<file path="src/hw/rtl/qrto_pkg.sv">
// Shared types and constants for the quaternion tool offset pipeline.
`default_nettype none

package qrto_pkg;

    localparam int unsigned CFG_INDEX_W  = 2;
    localparam int unsigned PIPE_LATENCY = 6;

    typedef enum logic [CFG_INDEX_W-1:0] {
        REG_OFFSET_X = 2'd0,
        REG_OFFSET_Y = 2'd1,
        REG_OFFSET_Z = 2'd2
    } reg_index_t;

    localparam logic signed [31:0] Q16_MAX = 32'sh7FFF_FFFF;
    localparam logic signed [31:0] Q16_MIN = 32'sh8000_0000;

    // Unit quaternion components, Q1.15.
    typedef struct packed {
        logic signed [15:0] x;
        logic signed [15:0] y;
        logic signed [15:0] z;
        logic signed [15:0] w;
    } quat_t;

    // Q16.16 vector.
    typedef struct packed {
        logic signed [31:0] x;
        logic signed [31:0] y;
        logic signed [31:0] z;
    } vec32_t;

    // Offset plus position, one bit of growth.
    typedef struct packed {
        logic signed [32:0] x;
        logic signed [32:0] y;
        logic signed [32:0] z;
    } vec33_t;

    // Exact cross product of q.xyz and the offset, units of 2^-31.
    typedef struct packed {
        logic signed [48:0] x;
        logic signed [48:0] y;
        logic signed [48:0] z;
    } vec49_t;

    // Exact sums in units of 2^-43, rounding bias already added.
    typedef struct packed {
        logic signed [65:0] x;
        logic signed [65:0] y;
        logic signed [65:0] z;
    } acc_t;

endpackage

`default_nettype wire

</file>
<file path="src/hw/rtl/qrto_round_sat.sv">
// Output stage: takes Q16.16 from the biased sums, saturates and flags overflow.
`default_nettype none

module qrto_round_sat (
    input  wire logic            clk,
    input  wire logic            rst_n,
    input  wire logic            in_valid,
    input  wire qrto_pkg::acc_t  acc,
    output logic                 done,
    output logic signed [31:0]   tool_x,
    output logic signed [31:0]   tool_y,
    output logic signed [31:0]   tool_z,
    output logic                 overflow
);

    logic               done_reg;
    logic signed [31:0] tool_x_reg;
    logic signed [31:0] tool_y_reg;
    logic signed [31:0] tool_z_reg;
    logic signed [31:0] tool_x_next;
    logic signed [31:0] tool_y_next;
    logic signed [31:0] tool_z_next;
    logic               ovf_x;
    logic               ovf_y;
    logic               ovf_z;
    logic               overflow_reg;
    logic               overflow_next;

    // The bias is already in the sum, so flooring by 27 bits is a plain bit select.
    function automatic logic signed [31:0] clamp(input logic signed [65:0] a);
        logic signed [38:0] r;
        r = a[65:27];
        if (r[38:31] == {8{r[38]}})
            clamp = r[31:0];
        else if (r[38])
            clamp = qrto_pkg::Q16_MIN;
        else
            clamp = qrto_pkg::Q16_MAX;
    endfunction

    function automatic logic fits(input logic signed [65:0] a);
        fits = (a[65:58] == {8{a[65]}});
    endfunction

    always_comb
    begin
        tool_x_next   = clamp(acc.x);
        tool_y_next   = clamp(acc.y);
        tool_z_next   = clamp(acc.z);
        ovf_x         = !fits(acc.x);
        ovf_y         = !fits(acc.y);
        ovf_z         = !fits(acc.z);
        overflow_next = ovf_x | ovf_y | ovf_z;
    end

    always_ff @(posedge clk or negedge rst_n)
    begin
        if (!rst_n)
            done_reg <= 1'b0;
        else
            done_reg <= in_valid;
    end

    always_ff @(posedge clk)
    begin
        tool_x_reg   <= tool_x_next;
        tool_y_reg   <= tool_y_next;
        tool_z_reg   <= tool_z_next;
        overflow_reg <= overflow_next;
    end

    assign done     = done_reg;
    assign tool_x   = tool_x_reg;
    assign tool_y   = tool_y_reg;
    assign tool_z   = tool_z_reg;
    assign overflow = overflow_reg;

    // A raised flag means at least one component sits at an end of the range.
    a_ovf_clamped: assert property (@(posedge clk) disable iff (!rst_n)
        (done && overflow) |->
            (tool_x == qrto_pkg::Q16_MAX || tool_x == qrto_pkg::Q16_MIN ||
             tool_y == qrto_pkg::Q16_MAX || tool_y == qrto_pkg::Q16_MIN ||
             tool_z == qrto_pkg::Q16_MAX || tool_z == qrto_pkg::Q16_MIN))
        else $error("overflow flagged without a saturated component");

endmodule

`default_nettype wire

</file>
<file path="config.mk">
export PLATFORM = sky130hd
export DESIGN_NAME = qrto_round_sat
export DESIGN_NICKNAME = d
export VERILOG_FILES = /design/src/hw/rtl/qrto_pkg.sv /design/src/hw/rtl/qrto_round_sat.sv
export SDC_FILE = /design/constraint.sdc
export NUM_CORES = 1
export LEC_CHECK = 0
export BUFFER_PORTS_ARGS = -buffer_cell sky130_fd_sc_hd__buf_2
export CAP_MARGIN = 0
export CORE_AREA = 2 2 115 117
export DETAILED_ROUTE_END_ITERATION = 10
export DIE_AREA = 0 0 117 119
export GPL_ROUTABILITY_DRIVEN = 0
export PLACE_DENSITY_LB_ADDON = 0.25
export SYNTH_ARGS = -nofsm -noshare
export SYNTH_HDL_FRONTEND = slang
export SYNTH_SLANG_ARGS = --single-unit
</file>
<file path="constraint.sdc">
create_clock -name clk -period 0.8 [get_ports clk]
set_input_delay 0.12 -clock clk [delete_from_list [all_inputs] [get_ports clk]]
set_output_delay 0.12 -clock clk [all_outputs]
set_load 0.02 [all_outputs]
</file>
-- After elaboration in Yosys (flattened, before gate mapping)
Index checks and enable logic that the tools add are counted.
- reductions and logical operators: 3
- mux-type cells: 6
- eq/ne operators: 3
- bitwise gates (word level): 2
- operators with widths (cell ; number):
    $mux 32 ; 6
    $eq 7x7->1 ; 3
    $logic_not 1->1 ; 3
    $or 1x1->1 ; 2
- word-level logic and storage cells: 19
- bits of input ports: 201
- register bits after elaboration: 98
- output and inout bits: 98

-- Logic depth before layout (Yosys ltp)
Gate-level depths: netlist (run 1).
- depth after elaboration: 4
- depth in mapped cells: 5
- gate-level depth less buffers: 4

-- Least setup slack after synthesis (run 1)
OpenSTA, ideal clock, no wires.
- kind: in2reg
- from: in acc[197] (netlist bit)
- to: reg tool_x_reg[1], in the netlist tool_x[1]
- arrival: 0.882 ns
- library setup time: 0.114 ns
- slack: -0.196 ns
- required time: 0.686 ns
- stages on the path: 5
- path through: nor4_1 -> nand2_1 -> nor2b_4 -> buf_6 -> a21o_1
- longest elaborated chain between the ends: 2
- RTL lines (item ; line ; text):
    start: declaration ; qrto_round_sat.sv:8 ; input wire qrto_pkg::acc_t acc,
    $eq 7x7->1 or $mux 32 (tied branches) ; qrto_round_sat.sv:33, qrto_round_sat.sv:35 ;
    $mux 32 (*) ; qrto_round_sat.sv:33 ; if (r[38:31] == {8{r[38]}})
    net tool_x_next[1] ; qrto_round_sat.sv:20 ; logic signed [31:0] tool_x_next;
    end signal: assignment ; qrto_round_sat.sv:66 ; tool_x_reg <= tool_x_next;
    end: declaration ; qrto_round_sat.sv:17 ; logic signed [31:0] tool_x_reg;
Mark *: on every way through the listed nets, which the timed path passes. The rest lies on a longest branch.

-- Worst setup path in the final report (run 1)
- from: reg done_reg, in the netlist done
- to: out done
- RTL lines (item ; line ; text):
    start: declaration ; qrto_round_sat.sv:16 ; logic done_reg;
    start signal: assignment ; qrto_round_sat.sv:61 ; done_reg <= in_valid;
    end: declaration ; qrto_round_sat.sv:9 ; output logic done,
No word-level cell between the ends.

==> results.md, run 1 <==
- Initial core utilization: 0.235
- Setup violations, final: 192
- Worst path bufs/invs: 1
- Layout area overhead: 129%
- Highest ir drop seen on vdd: 0.000856 V
- Max Fanout on Critical Path: 1
- DP Wirelength: 6390 um
- Family with the most delay on the worst path: flip-flops
- Total Die Area: 13900 um^2
- Crit path launch type: register
- Total net switching power: 2.84 mW
- Pre-CTS setup slack: -433 ps
- Unrepaired setup endpoints after global routing: true
- Cell Pwr Density: 1720 nW/um^2
- Worst Hold Class: input port to register
- Minimum period implied by the final worst setup slack: 968 ps
- Vias in the first global route: 3603
- Classification of the worst setup path: register to primary output
- Internal Power: 9.10 mW
- Number of synthesized register bits: 98
- Horizontal die dimension: 117 um
- Violated checks: setup timing
- Chip height: 119 um
- Max Freq: 1030 MHz
- Antenna violations before repair: 0
- Core area: 12900 um^2
- Portion of synthesized cell area occupied by the leading cell type: 0.642
- Count of distinct cell types in the synthesized netlist: 12
- Cells traversed along the worst timing path: buf_6
- Largest area contributor in the synthesized netlist: sky130_fd_sc_hd__dfxtp_1
- Gr usage total: 0.173
- Maximum number of pins on one net before global-route repair: 18
- Final worst-path setup slack: -168 ps
- Seq/Total Area, Yosys: 0.650
- Number of antenna repair diodes: 0
- Leading cell types by total area after synthesis: sky130_fd_sc_hd__dfxtp_1 64%, sky130_fd_sc_hd__a21o_1 23%, sky130_fd_sc_hd__buf_6 5.6%
- Leakage component of the power: 3.54 nW
- Number of max-slew violations in the final report: 0
- Overall power after layout: 11.9 mW
- Total global routing overflow: 0
- # Max-Cap Violations: 0
- Clock network fraction of total power: 0.367
- Number of nets in the layout: 781
- Delay of the slowest cell on the worst path: 380 ps
- Wire length of the first global-routing pass: 18200 um
- Synthesized net count: 435
- Post-detailed-routing wire length: 12500 um
- Most common library cell in the layout ignoring fill and taps: sky130_fd_sc_hd__buf_6
- CTS H-tree depth: 3
- Post-detailed-route count of antenna-violating nets: 0
- IO Port Bufs: 217
- Instance count of the mapped netlist: 234
- Seq pwr share: 0.448
- Post-Layout Cell Count: 761
- Worst rel slew slack: 0.725
- Number of vias in the routed layout: 3204
- Clock Root Buffer: sky130_fd_sc_hd__clkbuf_16
- Post-synthesis instance area: 3030 um^2
- Measured slew at the worst slew-check pin: 411 ps
- Commonest cells after routing, fill and taps aside: 115 x sky130_fd_sc_hd__buf_6, 108 x sky130_fd_sc_hd__buf_2, 97 x sky130_fd_sc_hd__dfxtp_2
- Number of sinks handled by clock tree synthesis: 98
- Routed WL per cell: 16.5 um
- I/O Pins: 299
- Clock slew seen by the registers of the worst setup and hold paths: 60 ps
- Number of buffers inserted during clock tree synthesis: 9
- Outcome: complete, but fails checks
- Number of iterations in the first detailed-routing pass: 4
- Share of cells above drive strength 1: 0.662
- FILL cells: 1063
- Final hold slack: 53.8 ps
- Core utilization of the finished layout: 0.538
- Via density per instance: 4.21
- Crit. End Element: primary output
- DRC Markers: 0
- Proportion of power drawn by combinational gates: 0.185
- # placed instances: 621
- Max stage delay cell, worst path: sky130_fd_sc_hd__dfrtp_1
- Fin crit share: 1.21
- Clock Path Buffers: 2
- Synthesized area divided by synthesized cell count: 12.9 um^2
- Proportion of total power due to net switching: 0.238
- First-iteration detailed-routing DRC count: 63
- CP Data Required Time: 680 ps
- Num rows: 42
- CTS tree: yes
- Arrival time at the worst endpoint: 850 ps
- Number of warnings reported in the yosys synthesis log: 0
- Number of hold-slack violations in the final timing report: 0
[per-layer routing]
metal	global-route usage	routed length, um	up-vias
met5	0	0	-
met4	0.0743	302	0
met3	0.0519	1070	22
met2	0.305	6260	157
met1	0.188	4900	1505
li1	-	-	1520
[synth_stat cells (all sizes together)]
library cell,instances
dfxtp,97
a21o,93
buf,18
nand4,6
nor4,6
clkbuf,3
nand2,3
nor2b,3
o21ai,3
dfrtp,1
nand3,1
[final cells by class]
type / count / area [um^2] / area share
clock inverters: 2 / 35.0 / 0.00505
repair buffers: 348 / 3240 / 0.467
flip-flops and latches: 98 / 2090 / 0.301
multi-input cells: 123 / 1090 / 0.157
clock buffers: 14 / 264 / 0.0381
well taps: 176 / 220 / 0.0318
[cells by family (layout without fill, tap and decap cells)]
group	after synthesis	in the layout	share of synthesized area
flops	98	98	0.650
compound gates	96	96	0.239
simple gates	19	27	0.0438
buf+inv	21	364	0.0670
[power by group through the flow]
stage | registers [mW] | logic [mW] | clock network, mW
after detailed placement | 5.33 | 1.36 | 0
after global placement | 5.33 | 1.34 | 0
after floorplan | 5.69 | 0.325 | 0
after CTS | 5.35 | 2.13 | 4.52
after global routing | 5.37 | 2.34 | 4.72
final | 5.35 | 2.20 | 4.39
[timing repair]
| action | in CTS | in global routing |
|---|---|---|
| setup endpoints to repair | 191 | 192 |
| buffers inserted | 12 | 1 |
| endpoints found under the hold margin | 95 | 0 |
| pin swaps | 17 | 41 |
| resized for setup | 328 | 19 |
| cloned | 11 | 6 |
| hold buffers | 95 | 0 |
[through the flow]
step | setup TNS (ps) | instance area [um^2]
6_report | -15020 | 6930
5_1_grt | -20030 | 6930
4_1_cts | -13680 | 6780
3_5_place_dp | -37450 | 4380
3_3_place_gp | -35040 | 4380
2_1_floorplan | -16390 | 3120
[final timing paths]
check	startpoint	end	slack [ps]	cells past startpoint
max in group asynchronous	rst_n	done$_DFF_PN0_	640	2
worst min-delay path	acc[131]	tool_y[31]$_DFF_P_	50	2
worst max-delay path	done$_DFF_PN0_	done	-170	1
min in group asynchronous	rst_n	done$_DFF_PN0_	80	2
No activity file was read; power rests on OpenSTA's default activity.
==> run 2: changes to the inputs <==
--- a/config.mk
+++ b/config.mk
@@ -5,11 +5,11 @@
 export SDC_FILE = /design/constraint.sdc
 export NUM_CORES = 1
 export LEC_CHECK = 0
-export BUFFER_PORTS_ARGS = -buffer_cell sky130_fd_sc_hd__buf_2
 export CAP_MARGIN = 0
-export CORE_AREA = 2 2 115 117
+export CORE_AREA = 2 2 117 119
 export DETAILED_ROUTE_END_ITERATION = 10
-export DIE_AREA = 0 0 117 119
+export DIE_AREA = 0 0 119 121
+export DONT_BUFFER_PORTS = 1
 export GPL_ROUTABILITY_DRIVEN = 0
 export PLACE_DENSITY_LB_ADDON = 0.25
 export SYNTH_ARGS = -nofsm -noshare
==> run 2 against run 1 <==
Net effect:
- the run still ends with setup timing left
- fmax up 7.1%
- sequential share of layout area up 17 points
- sequential power up 3%
- critical endpoint unchanged
==> results.md, run 2 (synthesized netlist as in run 1, its figures left out) <==
- Outcome: complete, but fails checks (unchanged)
- Violated checks: setup timing (unchanged)
- Gr usage total: 0.127 (was 0.173)
- Vias in the first global route: 2414 (was 3603)
- Final design instance area without fill: 4910 um^2 (was 6930 um^2)
- Final worst-path setup slack: -104 ps (was -168 ps)
- Antenna violations before repair: 0 (unchanged)
- Total global routing overflow: 0 (unchanged)
- WHS Endpoint: tool_y[7]$_DFF_P_ (was tool_y[31]$_DFF_P_)
- First-iteration detailed-routing DRC count: 68 (was 63)
- Clock slew seen by the registers of the worst setup and hold paths: 70 ps (was 60 ps)
- I/O Pins: 299 (unchanged)
- Worst Hold Class: input port to register (unchanged)
- Share of cells above drive strength 1: 0.393 (was 0.662)
- Proportion of power drawn by combinational gates: 0.074 (was 0.185)
- Seq pwr share: 0.537 (was 0.448)
- Routed WL per cell: 18.6 um (was 16.5 um)
- # Max-Cap Violations: 0 (unchanged)
- CTS H-tree depth: 3 (unchanged)
- IO Port Bufs: 0 (was 217)
- Highest ir drop seen on vdd: 0.000915 V (was 0.000856 V)
- Classification of the worst setup path: register to primary output (unchanged)
- Unrepaired setup endpoints after global routing: true (unchanged)
- Horizontal die dimension: 119 um (was 117 um)
- Chip height: 121 um (was 119 um)
- Wire length of the first global-routing pass: 13600 um (was 18200 um)
- Most common library cell in the layout ignoring fill and taps: sky130_fd_sc_hd__dlygate4sd3_1 (was sky130_fd_sc_hd__buf_6)
- Clock Root Buffer: sky130_fd_sc_hd__clkbuf_16 (unchanged)
- Number of nets in the layout: 532 (was 781)
- Core area: 13100 um^2 (was 12900 um^2)
- FILL cells: 1218 (was 1063)
- CP Data Required Time: 680 ps (about the same)
- Number of sinks handled by clock tree synthesis: 98 (unchanged)
- Cell Pwr Density: 2100 nW/um^2 (was 1720 nW/um^2)
- Number of hold-slack violations in the final timing report: 0 (unchanged)
- Startpoint of the tightest hold check path: acc[131] (unchanged)
- DRC Markers: 0 (unchanged)
- Number of antenna repair diodes: 0 (unchanged)
- Post-detailed-route count of antenna-violating nets: 0 (unchanged)
- DP Wirelength: 6050 um (was 6390 um)
- Placed cell areas: 3240 um^2 (was 4380 um^2)
- Post-CTS Setup Inserts: 0 (was 12)
- Fin crit share: 1.13 (was 1.21)
- Setup_tns: -3910 ps (was -15020 ps)
- Clock network fraction of total power: 0.388 (was 0.367)
- Minimum period implied by the final worst setup slack: 904 ps (was 968 ps)
- Number of iterations in the first detailed-routing pass: 4 (unchanged)
- Num rows: 42 (unchanged)
- CTS tree: yes (unchanged)
- Clock Path Buffers: 2 (unchanged)
- Hold depth: 2 (unchanged)
- Internal Power: 7.69 mW (was 9.10 mW)
- Core utilization of the finished layout: 0.375 (was 0.538)
- Initial core utilization: 0.231 (was 0.235)
- Total Die Area: 14400 um^2 (was 13900 um^2)
- Max Freq: 1110 MHz (was 1030 MHz)
- Via density per instance: 4.30 (was 4.21)
- Arrival time at the worst endpoint: 780 ps (was 850 ps)
- Setup violations, final: 98 (was 192)
- Measured slew at the worst slew-check pin: 702 ps (was 411 ps)
- Worst rel slew slack: 0.530 (was 0.725)
- Number of buffers inserted during clock tree synthesis: 9 (unchanged)
- Crit. End Element: primary output (unchanged)
- Post-detailed-routing wire length: 9540 um (was 12500 um)
- Final hold slack: 47.6 ps (was 53.8 ps)
- Max Fanout on Critical Path: 1 (unchanged)
- Maximum number of pins on one net before global-route repair: 32 (was 18)
- Proportion of total power due to net switching: 0.253 (was 0.238)
- Commonest cells after routing, fill and taps aside: 99 x sky130_fd_sc_hd__dlygate4sd3_1, 97 x sky130_fd_sc_hd__dfxtp_4, 93 x sky130_fd_sc_hd__a21o_1 (was 115 x sky130_fd_sc_hd__buf_6, 108 x sky130_fd_sc_hd__buf_2, 97 x sky130_fd_sc_hd__dfxtp_2)
- Overall power after layout: 10.3 mW (was 11.9 mW)
- Layout area overhead: 62.1% (was 129%)
- Number of vias in the routed layout: 2200 (was 3204)
- Number of max-slew violations in the final report: 0 (unchanged)
- Leakage component of the power: 2.20 nW (was 3.54 nW)
- Sequential standard cell area: 2330 um^2 (was 2090 um^2)
- Area occupied by multi-input gates: 977 um^2 (was 1090 um^2)
- Total net switching power: 2.60 mW (was 2.84 mW)
- Crit path launch type: register (unchanged)
-- run 2: area by class of cell --
class / instances / share of cell area
sequential: 98 / 0.475
multi-input combinational: 117 / 0.199
timing repair buffer: 105 / 0.224
clock inverter: 6 / 0.0102
tap: 176 / 0.0449
clock buffer: 10 / 0.0467
-- run 2: per-layer routing --
metal,share of wire,vias up,global-route usage
li1,-,1008,-
met1,0.40,1023,0.135
met2,0.48,155,0.209
met3,0.11,14,0.0686
met4,0.019,0,0.0528
met5,0,-,0
-- run 2: timing repair --
| action | in CTS | in global routing |
|---|---|---|
| hold buffers | 99 | 0 |
| gates cloned | 0 | 2 |
| setup endpoints to repair | 98 | 142 |
| endpoints found under the hold margin | 98 | 0 |
| resized for setup | 194 | 2 |
-- run 2: worst max path at each step --
stage	to	start	slack [ps]	cells after the start
finish	done	done$_DFF_PN0_	-100	0
global route	done	done$_DFF_PN0_	-140	0
CTS	done	done$_DFF_PN0_	-120	0
detailed placement	tool_y[16]$_DFF_P_	acc[130]	-340	4
global placement	tool_x[0]$_DFF_P_	acc[195]	-260	4
floorplan	tool_x[1]$_DFF_P_	acc[193]	-180	5
-- run 2: power by group through the flow --
stage | combinational (mW) | clock, mW | sequential, mW
floorplan | 0.325 | 0 | 5.69
detailed placement | 0.346 | 0 | 5.76
CTS | 0.746 | 4.17 | 5.53
finish | 0.766 | 3.99 | 5.53
global placement | 0.325 | 0 | 5.77
global route | 0.832 | 4.39 | 5.56
-- run 2: through the flow --
step                instances  worst slack [ps]
finish                    512              -104
global route              512              -137
CTS                       510              -124
detailed placement        395              -340
global placement          395              -257
floorplan                 234              -179
